**config.mk**
```make
export PLATFORM = sky130hd
export DESIGN_NAME = stable_insertion_sorter_core
export DESIGN_NICKNAME = d
export VERILOG_FILES = /design/src/hdl/sis_pkg.sv /design/src/hdl/sis_cell.sv /design/src/hdl/stable_insertion_sorter_core.sv
export SDC_FILE = /design/constraint.sdc
export NUM_CORES = 2
export LEC_CHECK = 0
export BUFFER_PORTS_ARGS = -buffer_cell sky130_fd_sc_hd__buf_2
export CORE_ASPECT_RATIO = 1.4
export CORE_MARGIN = 4
export CORE_UTILIZATION = 59
export CTS_BUF_LIST = sky130_fd_sc_hd__clkbuf_4
export CTS_CLUSTER_DIAMETER = 120
export DETAILED_ROUTE_END_ITERATION = 12
export GPL_ROUTABILITY_DRIVEN = 1
export GPL_TIMING_DRIVEN = 0
export PLACE_DENSITY = 0.78
export SLEW_MARGIN = 20
export SYNTH_ARGS = -nofsm -noshare
export SYNTH_HDL_FRONTEND = slang
export SYNTH_SLANG_ARGS = --single-unit
```
**constraint.sdc**
```tcl
create_clock -name clk_i -period 4.33 [get_ports clk_i]
set_input_delay 0.433 -clock clk_i [delete_from_list [all_inputs] [get_ports clk_i]]
set_output_delay 0.433 -clock clk_i [all_outputs]
set_load 0.03 [all_outputs]
```
**src/hdl/sis_pkg.sv**
```systemverilog
// Shared types and constants for the stable insertion sorter.
package sis_pkg;

  // Default sizing
  localparam int unsigned CapacityDef = 32;
  localparam int unsigned KeyBitsDef  = 16;

  // Field widths of the words on the ports
  localparam int unsigned KeyW    = 16;
  localparam int unsigned TagW    = 16;
  localparam int unsigned KeyMaxW = 32;

  // Input word
  typedef struct packed {
    logic signed [KeyW-1:0] sort_key;
    logic [TagW-1:0]        entry_tag;
    logic                   set_end;
  } in_word_t;

  // Result word
  typedef struct packed {
    logic signed [KeyW-1:0] out_key;
    logic [TagW-1:0]        out_tag;
    logic                   run_last;
    logic                   overflowed;
  } out_word_t;

  // Broadcast control from the sequencer to every cell
  typedef struct packed {
    logic ins;    // insert the broadcast pair this cycle
    logic drain;  // shift the whole row one cell towards the head
  } cell_ctrl_t;

endpackage

```
**src/hdl/sis_cell.sv**
```systemverilog
// One compare-and-shift cell of the sorting row.
module sis_cell #(
  parameter int unsigned KEY_BITS = sis_pkg::KeyBitsDef
) (
  input  logic                     clk_i,
  input  logic                     rst_ni,
  input  sis_pkg::cell_ctrl_t      ctrl_i,
  input  logic [KEY_BITS-1:0]      new_key_i,
  input  logic [sis_pkg::TagW-1:0] new_tag_i,
  // neighbour towards the head
  input  logic                     prev_occ_i,
  input  logic                     prev_gt_i,
  input  logic [KEY_BITS-1:0]      prev_key_i,
  input  logic [sis_pkg::TagW-1:0] prev_tag_i,
  // neighbour towards the tail
  input  logic                     next_occ_i,
  input  logic [KEY_BITS-1:0]      next_key_i,
  input  logic [sis_pkg::TagW-1:0] next_tag_i,
  // own state
  output logic                     occ_o,
  output logic                     gt_o,
  output logic [KEY_BITS-1:0]      key_o,
  output logic [sis_pkg::TagW-1:0] tag_o
);

  logic                     occ_q, occ_d;
  logic [KEY_BITS-1:0]      key_q, key_d;
  logic [sis_pkg::TagW-1:0] tag_q, tag_d;

  // strictly greater only, so equal keys stay put
  assign gt_o = occ_q && ($signed(key_q) > $signed(new_key_i));

  // next state: drain shifts down, insert shifts up or takes the new pair
  always_comb begin
    occ_d = occ_q;
    key_d = key_q;
    tag_d = tag_q;
    if (ctrl_i.drain) begin
      occ_d = next_occ_i;
      key_d = next_key_i;
      tag_d = next_tag_i;
    end else if (ctrl_i.ins) begin
      if (prev_gt_i) begin
        occ_d = 1'b1;
        key_d = prev_key_i;
        tag_d = prev_tag_i;
      end else if (gt_o || (!occ_q && prev_occ_i)) begin
        occ_d = 1'b1;
        key_d = new_key_i;
        tag_d = new_tag_i;
      end
    end
  end

  // occupancy
  always_ff @(posedge clk_i or negedge rst_ni) begin
    if (!rst_ni) begin
      occ_q <= 1'b0;
    end else begin
      occ_q <= occ_d;
    end
  end

  // payload
  always_ff @(posedge clk_i) begin
    key_q <= key_d;
    tag_q <= tag_d;
  end

  assign occ_o = occ_q;
  assign key_o = key_q;
  assign tag_o = tag_q;

endmodule

```
**src/hdl/stable_insertion_sorter_core.sv**
```systemverilog
// Stable insertion sorter: a row of compare-and-shift cells with a drain sequencer.
// Loading: one pair per cycle while busy is low; every cell compares against the broadcast key in parallel.
// Output: the first result appears the cycle after the set_end word is taken, then one
// result per cycle; busy stays high for the whole run, and start is taken
// again in the cycle after the final result. Results cannot be stalled.
// Reset (rst_ni low, asynchronous) empties the row and clears the overflow flag.
module stable_insertion_sorter_core #(
  parameter int unsigned CAPACITY = sis_pkg::CapacityDef,
  parameter int unsigned KEY_BITS = sis_pkg::KeyBitsDef
) (
  input  logic               clk_i,
  input  logic               rst_ni,
  input  logic               start,
  input  sis_pkg::in_word_t  item_i,
  output logic               busy,
  output sis_pkg::out_word_t result_o,
  output logic               result_valid_o
);

  logic                     accept;
  logic                     full;
  logic                     drain_q, drain_d;
  logic                     ovf_q, ovf_d;
  sis_pkg::cell_ctrl_t      ctrl;
  logic [KEY_BITS-1:0]      in_key;
  logic [sis_pkg::KeyMaxW-1:0] in_key_wide;
  logic [sis_pkg::KeyMaxW-1:0] out_key_wide;

  logic [CAPACITY-1:0]      occ;
  logic [CAPACITY-1:0]      gt;
  logic [KEY_BITS-1:0]      keys [CAPACITY];
  logic [sis_pkg::TagW-1:0] tags [CAPACITY];

  // word accepted; a full row drops the pair
  assign accept = start && !busy;
  assign full   = occ[CAPACITY-1];

  // key resized to the internal width; upper bits beyond KEY_BITS ignored
  assign in_key_wide = sis_pkg::KeyMaxW'(item_i.sort_key);
  assign in_key      = in_key_wide[KEY_BITS-1:0];

  assign ctrl.ins   = accept && !full;
  assign ctrl.drain = drain_q;

  // row of cells
  for (genvar i = 0; i < CAPACITY; i++) begin : g_cell
    logic                     p_occ, p_gt, n_occ;
    logic [KEY_BITS-1:0]      p_key, n_key;
    logic [sis_pkg::TagW-1:0] p_tag, n_tag;

    if (i == 0) begin : g_head
      assign p_occ = 1'b1;
      assign p_gt  = 1'b0;
      assign p_key = in_key;
      assign p_tag = item_i.entry_tag;
    end else begin : g_body
      assign p_occ = occ[i-1];
      assign p_gt  = gt[i-1];
      assign p_key = keys[i-1];
      assign p_tag = tags[i-1];
    end

    if (i == CAPACITY-1) begin : g_tail
      assign n_occ = 1'b0;
      assign n_key = keys[i];
      assign n_tag = tags[i];
    end else begin : g_mid
      assign n_occ = occ[i+1];
      assign n_key = keys[i+1];
      assign n_tag = tags[i+1];
    end

    sis_cell #(
      .KEY_BITS(KEY_BITS)
    ) u_cell (
      .clk_i     (clk_i),
      .rst_ni    (rst_ni),
      .ctrl_i    (ctrl),
      .new_key_i (in_key),
      .new_tag_i (item_i.entry_tag),
      .prev_occ_i(p_occ),
      .prev_gt_i (p_gt),
      .prev_key_i(p_key),
      .prev_tag_i(p_tag),
      .next_occ_i(n_occ),
      .next_key_i(n_key),
      .next_tag_i(n_tag),
      .occ_o     (occ[i]),
      .gt_o      (gt[i]),
      .key_o     (keys[i]),
      .tag_o     (tags[i])
    );
  end

  // sequencer: drain from the set_end word until the head is the last entry
  always_comb begin
    drain_d = drain_q;
    ovf_d   = ovf_q;
    if (drain_q) begin
      if (!occ[1]) begin
        drain_d = 1'b0;
        ovf_d   = 1'b0;
      end
    end else if (accept) begin
      ovf_d = ovf_q | full;
      if (item_i.set_end) begin
        drain_d = 1'b1;
      end
    end
  end

  always_ff @(posedge clk_i or negedge rst_ni) begin
    if (!rst_ni) begin
      drain_q <= 1'b0;
      ovf_q   <= 1'b0;
    end else begin
      drain_q <= drain_d;
      ovf_q   <= ovf_d;
    end
  end

  // result word straight from the head cell
  assign out_key_wide        = sis_pkg::KeyMaxW'(keys[0]);
  assign busy                = drain_q;
  assign result_valid_o      = drain_q;
  assign result_o.out_key    = out_key_wide[sis_pkg::KeyW-1:0];
  assign result_o.out_tag    = tags[0];
  assign result_o.run_last   = !occ[1];
  assign result_o.overflowed = ovf_q;

  // a result is only ever taken from an occupied head cell
  assert property (@(posedge clk_i) disable iff (!rst_ni)
    result_valid_o |-> occ[0])
    else $error("result emitted from empty head cell");

  // the final result of a run frees the block in the next cycle
  assert property (@(posedge clk_i) disable iff (!rst_ni)
    (result_valid_o && result_o.run_last) |=> (!busy && occ == '0))
    else $error("row not empty after final result");

  // a taken set_end word starts the run in the next cycle
  assert property (@(posedge clk_i) disable iff (!rst_ni)
    (accept && item_i.set_end) |=> result_valid_o)
    else $error("run did not start after set_end");

  // occupied cells always form an unbroken prefix
  assert property (@(posedge clk_i) disable iff (!rst_ni)
    (occ & ~{occ[CAPACITY-2:0], 1'b1}) == '0)
    else $error("gap in occupied cells");

endmodule

```
* Word-level counts from Yosys, hierarchy flattened
Index checks and enable logic that the tools add are counted.
Operators by class: magnitude comparators 32, eq/ne operators 1, mux-type cells 384, bitwise gates (word level) 2, reductions and logical operators 199
Operators by type and width (count):
- $mux 16 | 250
- $gt 16x16->1 | 32
- $mux 1 | 134
- $reduce_bool 3->1 | 31
- $reduce_and 2->1 | 33
- $logic_and 1x1->1 | 65
- $logic_not 1->1 | 33
- $logic_or 1x1->1 | 32
- $reduce_bool 2->1 | 4
- $reduce_and 3->1 | 1
- $ne 2x2->1 const B | 1
- $not 1->1 | 1
- $or 1x1->1 | 1
Storage, ports and cells: bits in registers 1058, output and inout port bits 36

* Longest topological paths before layout
depth after elaboration 7, mapped depth 12, mapped depth without buffers 9

* Cells and area by module
Synthesis repeated with hierarchy kept, for this count alone.
Second synthesis, totals: cell total of the unflattened synthesis 6644, area, all modules 67848.8 µm²
Modules (own cells, without submodules):
- sis_cell (g_cell[0].u_cell ...) | times used 19, cells an instance 208, area an instance 2123.3 µm², sequential area each 985.9 µm²
- sis_cell (g_cell[27].u_cell ...) | times used 13, cells an instance 206, area an instance 2107.0 µm², sequential area each 985.9 µm²
- stable_insertion_sorter_core | times used 1, cells an instance 14, area an instance 115.1 µm², sequential area each 50.0 µm²

* Worst setup path after synthesis
No wires, ideal clock.
path kind input-to-reg, from in item_i[23] (netlist name), to reg g_cell[10].u_cell.key_q[0], enable pin, setup time 0.441 ns, arrival time 4.866 ns, data required time 3.889 ns, path slack -0.977 ns, stages 11, cell sequence clkbuf_1 > inv_1 > ha_1 > and3_1 > a221oi_2 > o22ai_1 > or3_1 > a211o_1 > buf_6 > buf_6 > a31oi_1
On the way: longest elaborated chain between the ends 5, elaborated cells between the ends (all ways) 7, classes of those cells 2 x order compare; 5 x reduce/logical
RTL lines:
- start, declared | RTL line stable_insertion_sorter_core.sv:14 | input sis_pkg::in_word_t item_i,
- $gt 16x16->1 | RTL line sis_cell.sv:31 | assign gt_o = occ_q && ($signed(key_q) > $signed(new_key_i));
- $logic_and 1x1->1 | RTL line sis_cell.sv:31
- $logic_or 1x1->1 | RTL line sis_cell.sv:47 | end else if (gt_o || (!occ_q && prev_occ_i)) begin
- $reduce_bool 3->1 (no source line) (*)
- $reduce_and 2->1 (no source line) (*)
- end signal, assigned | RTL line sis_cell.sv:66 | key_q <= key_d;
- end, declared | RTL line sis_cell.sv:27 | logic [KEY_BITS-1:0] key_q, key_d;
Every way passes the cells marked *; elsewhere a longest branch is shown, timed or not. A chain may end at the register's enable or synchronous reset.

* Final worst setup path
from reg drain_q, in the netlist busy, to reg g_cell[0].u_cell.tag_q, in the netlist g_cell[0].u_cell.tag_o[13], enable pin
On the way: longest elaborated chain between the ends 5, elaborated cells between the ends (all ways) 6, classes of those cells 6 x reduce/logical
RTL lines:
- start, declared | RTL line stable_insertion_sorter_core.sv:22 | logic drain_q, drain_d;
- start signal, assigned | RTL line stable_insertion_sorter_core.sv:117 | drain_q <= drain_d;
- $logic_not 1->1 | RTL line stable_insertion_sorter_core.sv:35 | assign accept = start && !busy;
- $logic_and 1x1->1 | RTL line stable_insertion_sorter_core.sv:35
- $logic_and 1x1->1 | RTL line stable_insertion_sorter_core.sv:42 | assign ctrl.ins = accept && !full;
- $reduce_bool 2->1 (no source line)
- $reduce_and 2->1 (no source line) (*)
- end signal, assigned | RTL line sis_cell.sv:67 | tag_q <= tag_d;
- end, declared | RTL line sis_cell.sv:28 | logic [sis_pkg::TagW-1:0] tag_q, tag_d;
Marked as above.

==> results.md <==
* Nets at 6756
* Die W at 288 um
* H-tree levels at 5
* Number of fill cells in the layout at 8764
* Status: finished with violations
* Worst path slowest cell: buf_1
* Worst slew pin tran at 1.34 ns
* Number of synthesized flops with an enable pin at 1024
* Leak Pwr at 29.8 nW
* Mapped Cells at 5809
* Average wire per standard cell at 33.1 um
* Commonest non-fill, non-tap cell in the layout: edfxtp_1
* CP required at 5.30 ns
* CTS tree: yes
* GRT Overall Usage at 44.6%
* Startpoint Class: flip-flop
* Clock sink total at 1058
* Highest-count cells in the layout ignoring fill and taps: 1024 x edfxtp_1, 787 x nand2_1, 732 x o21ai_0
* Cell Area, Synth at 64800 um^2
* Area Overhead vs Synth at 11.3%
* Number of global-route vias before repair at 53621
* Design Area, Final at 72100 um^2
* Post-route insts no fill at 7878
* Max FO, Critical Path at 19
* RSZ-0062 raised after global routing: true
* Clock tree buffer depth at 4
* DP Wirelength at 190000 um
* Seq/Total Area, Yosys at 48.8%
* Final ANT Viol Nets at 0
* Worst reg-to-reg path cell count at 6
* Worst skew pair latency at 1.33 ns
* DR vias/cell at 7.02
* Post-synthesis simple-gate area fraction at 10.1%
* Slew Limit Fails at 0
* Critical Path, Cell by Cell: clkbuf_4 -> buf_1 -> clkbuf_2 -> clkbuf_1 -> a21o_2 -> buf_16
* Critical Path End Type: flip-flop
* Register area at 31600 um^2
* Antenna violations before repair at 29
* Placed cell count at 7340
* Port bufs at 40
* Fin util at 66.3%
* Worst clock skew at 0.0961 ns
* Synth Area in Compound Gates at 15.4%
* Peak supply drop at 497 uV
* Placement-stage cell area at 68100 um^2
* Mux share of post-synthesis cell area at 12.0%
* Layout cell share with drive strength beyond 1 at 12.5%
* Number of cells on the critical path at 6
* Area of the multi-input gates at 31000 um^2
* Detailed Route Iter0 Violations at 7547
* Clock root buffer: clkbuf_4
* Final worst setup slack at -0.283 ns
* Hold slack at -0.000851 ns
* Max cap viols at 0
* Peak Freq at 0.217 GHz
* Hold Path Stages at 3
* Synth unique cells at 68
* Die area at 115000 um^2
* Total power at 72.1 mW
* # DRC at 1
* Gp weighted congestion at 1.00
* Pre-Repair DR Iteration Count at 11
* Total grt overflow at 0
* FF+latch count, synth at 1058
* Io pins at 72
* CTS Buf Count at 289
* Final Hold Fails at 1
* Mean Syn Cell Area at 11.2 um^2
* Largest net degree at the start of global routing at 35
* Minimum clock period at 4.61 ns
* Std-Cell Rows at 143
* DP Worst Slack at -1.46 ns
* Asr flop ratio synth at 3.21%
* Final Routed Wirelength at 261000 um
* Failing checks: design-rule violations, negative hold slack, negative setup slack
* Final worst path period share at 107%
* CP delay by family, top: buffers and inverters
* Syn. warnings at 0
* Largest family of logic cells by synthesized area: compound AO/OA/AOI/OAI gates
* Hold Crit Class: primary input to flip-flop
* Dominant synthesized flop cell: edfxtp_1
* Crit-path max cell delay at 0.80 ns
* Net Count, Synth at 6341
* CTS clk-pin slew, worst paths at 0.07 ns
* Die height at 400 um
* Core area at 109000 um^2
* Initial cell density of the core at 59.6%
* Synth Area in XOR/XNOR at 0%
* Critical path class: flip-flop to flip-flop
* Worst EP arrival at 5.58 ns
* Synth Area in Adders at 9.58%
* Setup violators final at 88
* Setup bufs post-CTS at 0
* Slew HR at 10.9%
* First-pass GRT wire length at 368000 um
* Pwr/cell area at 1000 nW/um^2
* CP Buf/Inv Count at 5
* Via count at 55285
where the power goes:
| group | switching, mW | leakage [nW] | internal, mW | total, mW |
|---|---|---|---|---|
| clock | 4.47 | 2.01 | 4.36 | 8.84 |
| combinational | 22.9 | 17.1 | 13.7 | 36.6 |
| sequential | 5.77 | 10.6 | 20.9 | 26.7 |
| total | 33.2 | 29.8 | 39.0 | 72.1 |
logic make-up after synthesis:
family	count (synthesis)
mux	770
buf+inv	580
flops	1058
simple gates	1349
compound gates	1556
fa+ha+maj	496
area by class of cell:
cell class,instances,area share (%)
diodes,27,0.0937
plain buffers,493,3.31
clock buffers,408,4.25
clock inverters,60,0.361
inverters,85,0.491
multi-input cells,4173,43.0
flip-flops and latches,1058,43.8
well taps,1450,2.52
repair buffers,124,2.20
state kept, by name (all words and copies together), names as in the netlist:
| register | count |
|---|---|
| busy | 1 |
| ovf_q | 1 |
| g_cell.u_cell.tag_o | 512 |
| g_cell.u_cell.occ_o | 32 |
| g_cell.u_cell.key_o | 512 |
synth_stat cells, types with 20 or more instances:
master     count  area [um^2]
edfxtp_1    1024        30700
nand2_1      787         2950
mux2i_1      732         7330
o21ai_0      732         3660
ha_1         496         6210
clkbuf_1     355         1330
a221o_1      189         1890
a21oi_1      184          921
nor3b_1      151         1130
nand4_1      112          701
a21o_1       108          811
inv_1         84          315
buf_2         57          285
nor2_1        55          206
nor2b_1       50          313
buf_4         46          345
a31oi_1       42          263
o21ai_1       40          200
a2111oi_0     37          324
nor4_1        36          225
and3_1        35          219
dfrtp_1       34          851
mux2_2        34          383
a2bb2oi_1     31          272
buf_6         31          349
o211ai_1      31          233
nor3_1        29          145
a211oi_1      27          203
nand2b_1      24          150
o21a_1        22          165
nand3_1       21          105
a211o_1       20          175
per-layer routing:
layer / vias to the layer above / routed length [um] / global-route usage (%) / share of wire, %
met5: - / 98 / 0 / 0.038
met3: 1256 / 33200 / 16.1 / 13
met4: 16 / 28400 / 39.3 / 11
met2: 4331 / 114000 / 67.7 / 44
met1: 26351 / 85100 / 49.4 / 33
li1: 23331 / - / - / -
path summary, 6_finish.rpt:
kind	startpoint	to	slack, ns
max	busy	g_cell[0].u_cell.tag_o[13]	-0.28
min	item_i[14]	g_cell[7].u_cell.tag_o[13]	-0.0009
max reg2reg	busy	g_cell[0].u_cell.tag_o[13]	-0.28
min reg2reg	g_cell[9].u_cell.tag_o[3]	g_cell[8].u_cell.tag_o[3]	0.53
max in group asynchronous	rst_ni	g_cell[26].u_cell.occ_o	3.72
min in group asynchronous	rst_ni	g_cell[9].u_cell.occ_o	0.33
worst reg2reg max path, delay by kind of cell, from the launching register on:
kind                   cells  cell delay [ns]
AO/OA/AOI/OAI              1             0.52
buffers and inverters      5             3.25
flip-flops                 1             0.48
through the flow:
step	TNS (ns)	hold slack, ns
after global routing	-0.544	-0.0238
after detailed placement	-1086.82	0.540
after global placement	-3623.30	0.529
after CTS	0	0.00145
after floorplan	-7.14	0.137
final	-10.68	-0.000851
timing repair:
action | in CTS | in global routing
hold buffers | 36 | 4
hold endpoints to repair | 113 | 8
pin swaps | 1 | 3
endpoints found under the setup margin | 842 | 228
cloned | 1 | 1
resized for setup | 2 | 17
(Power assumes the default switching activity.)
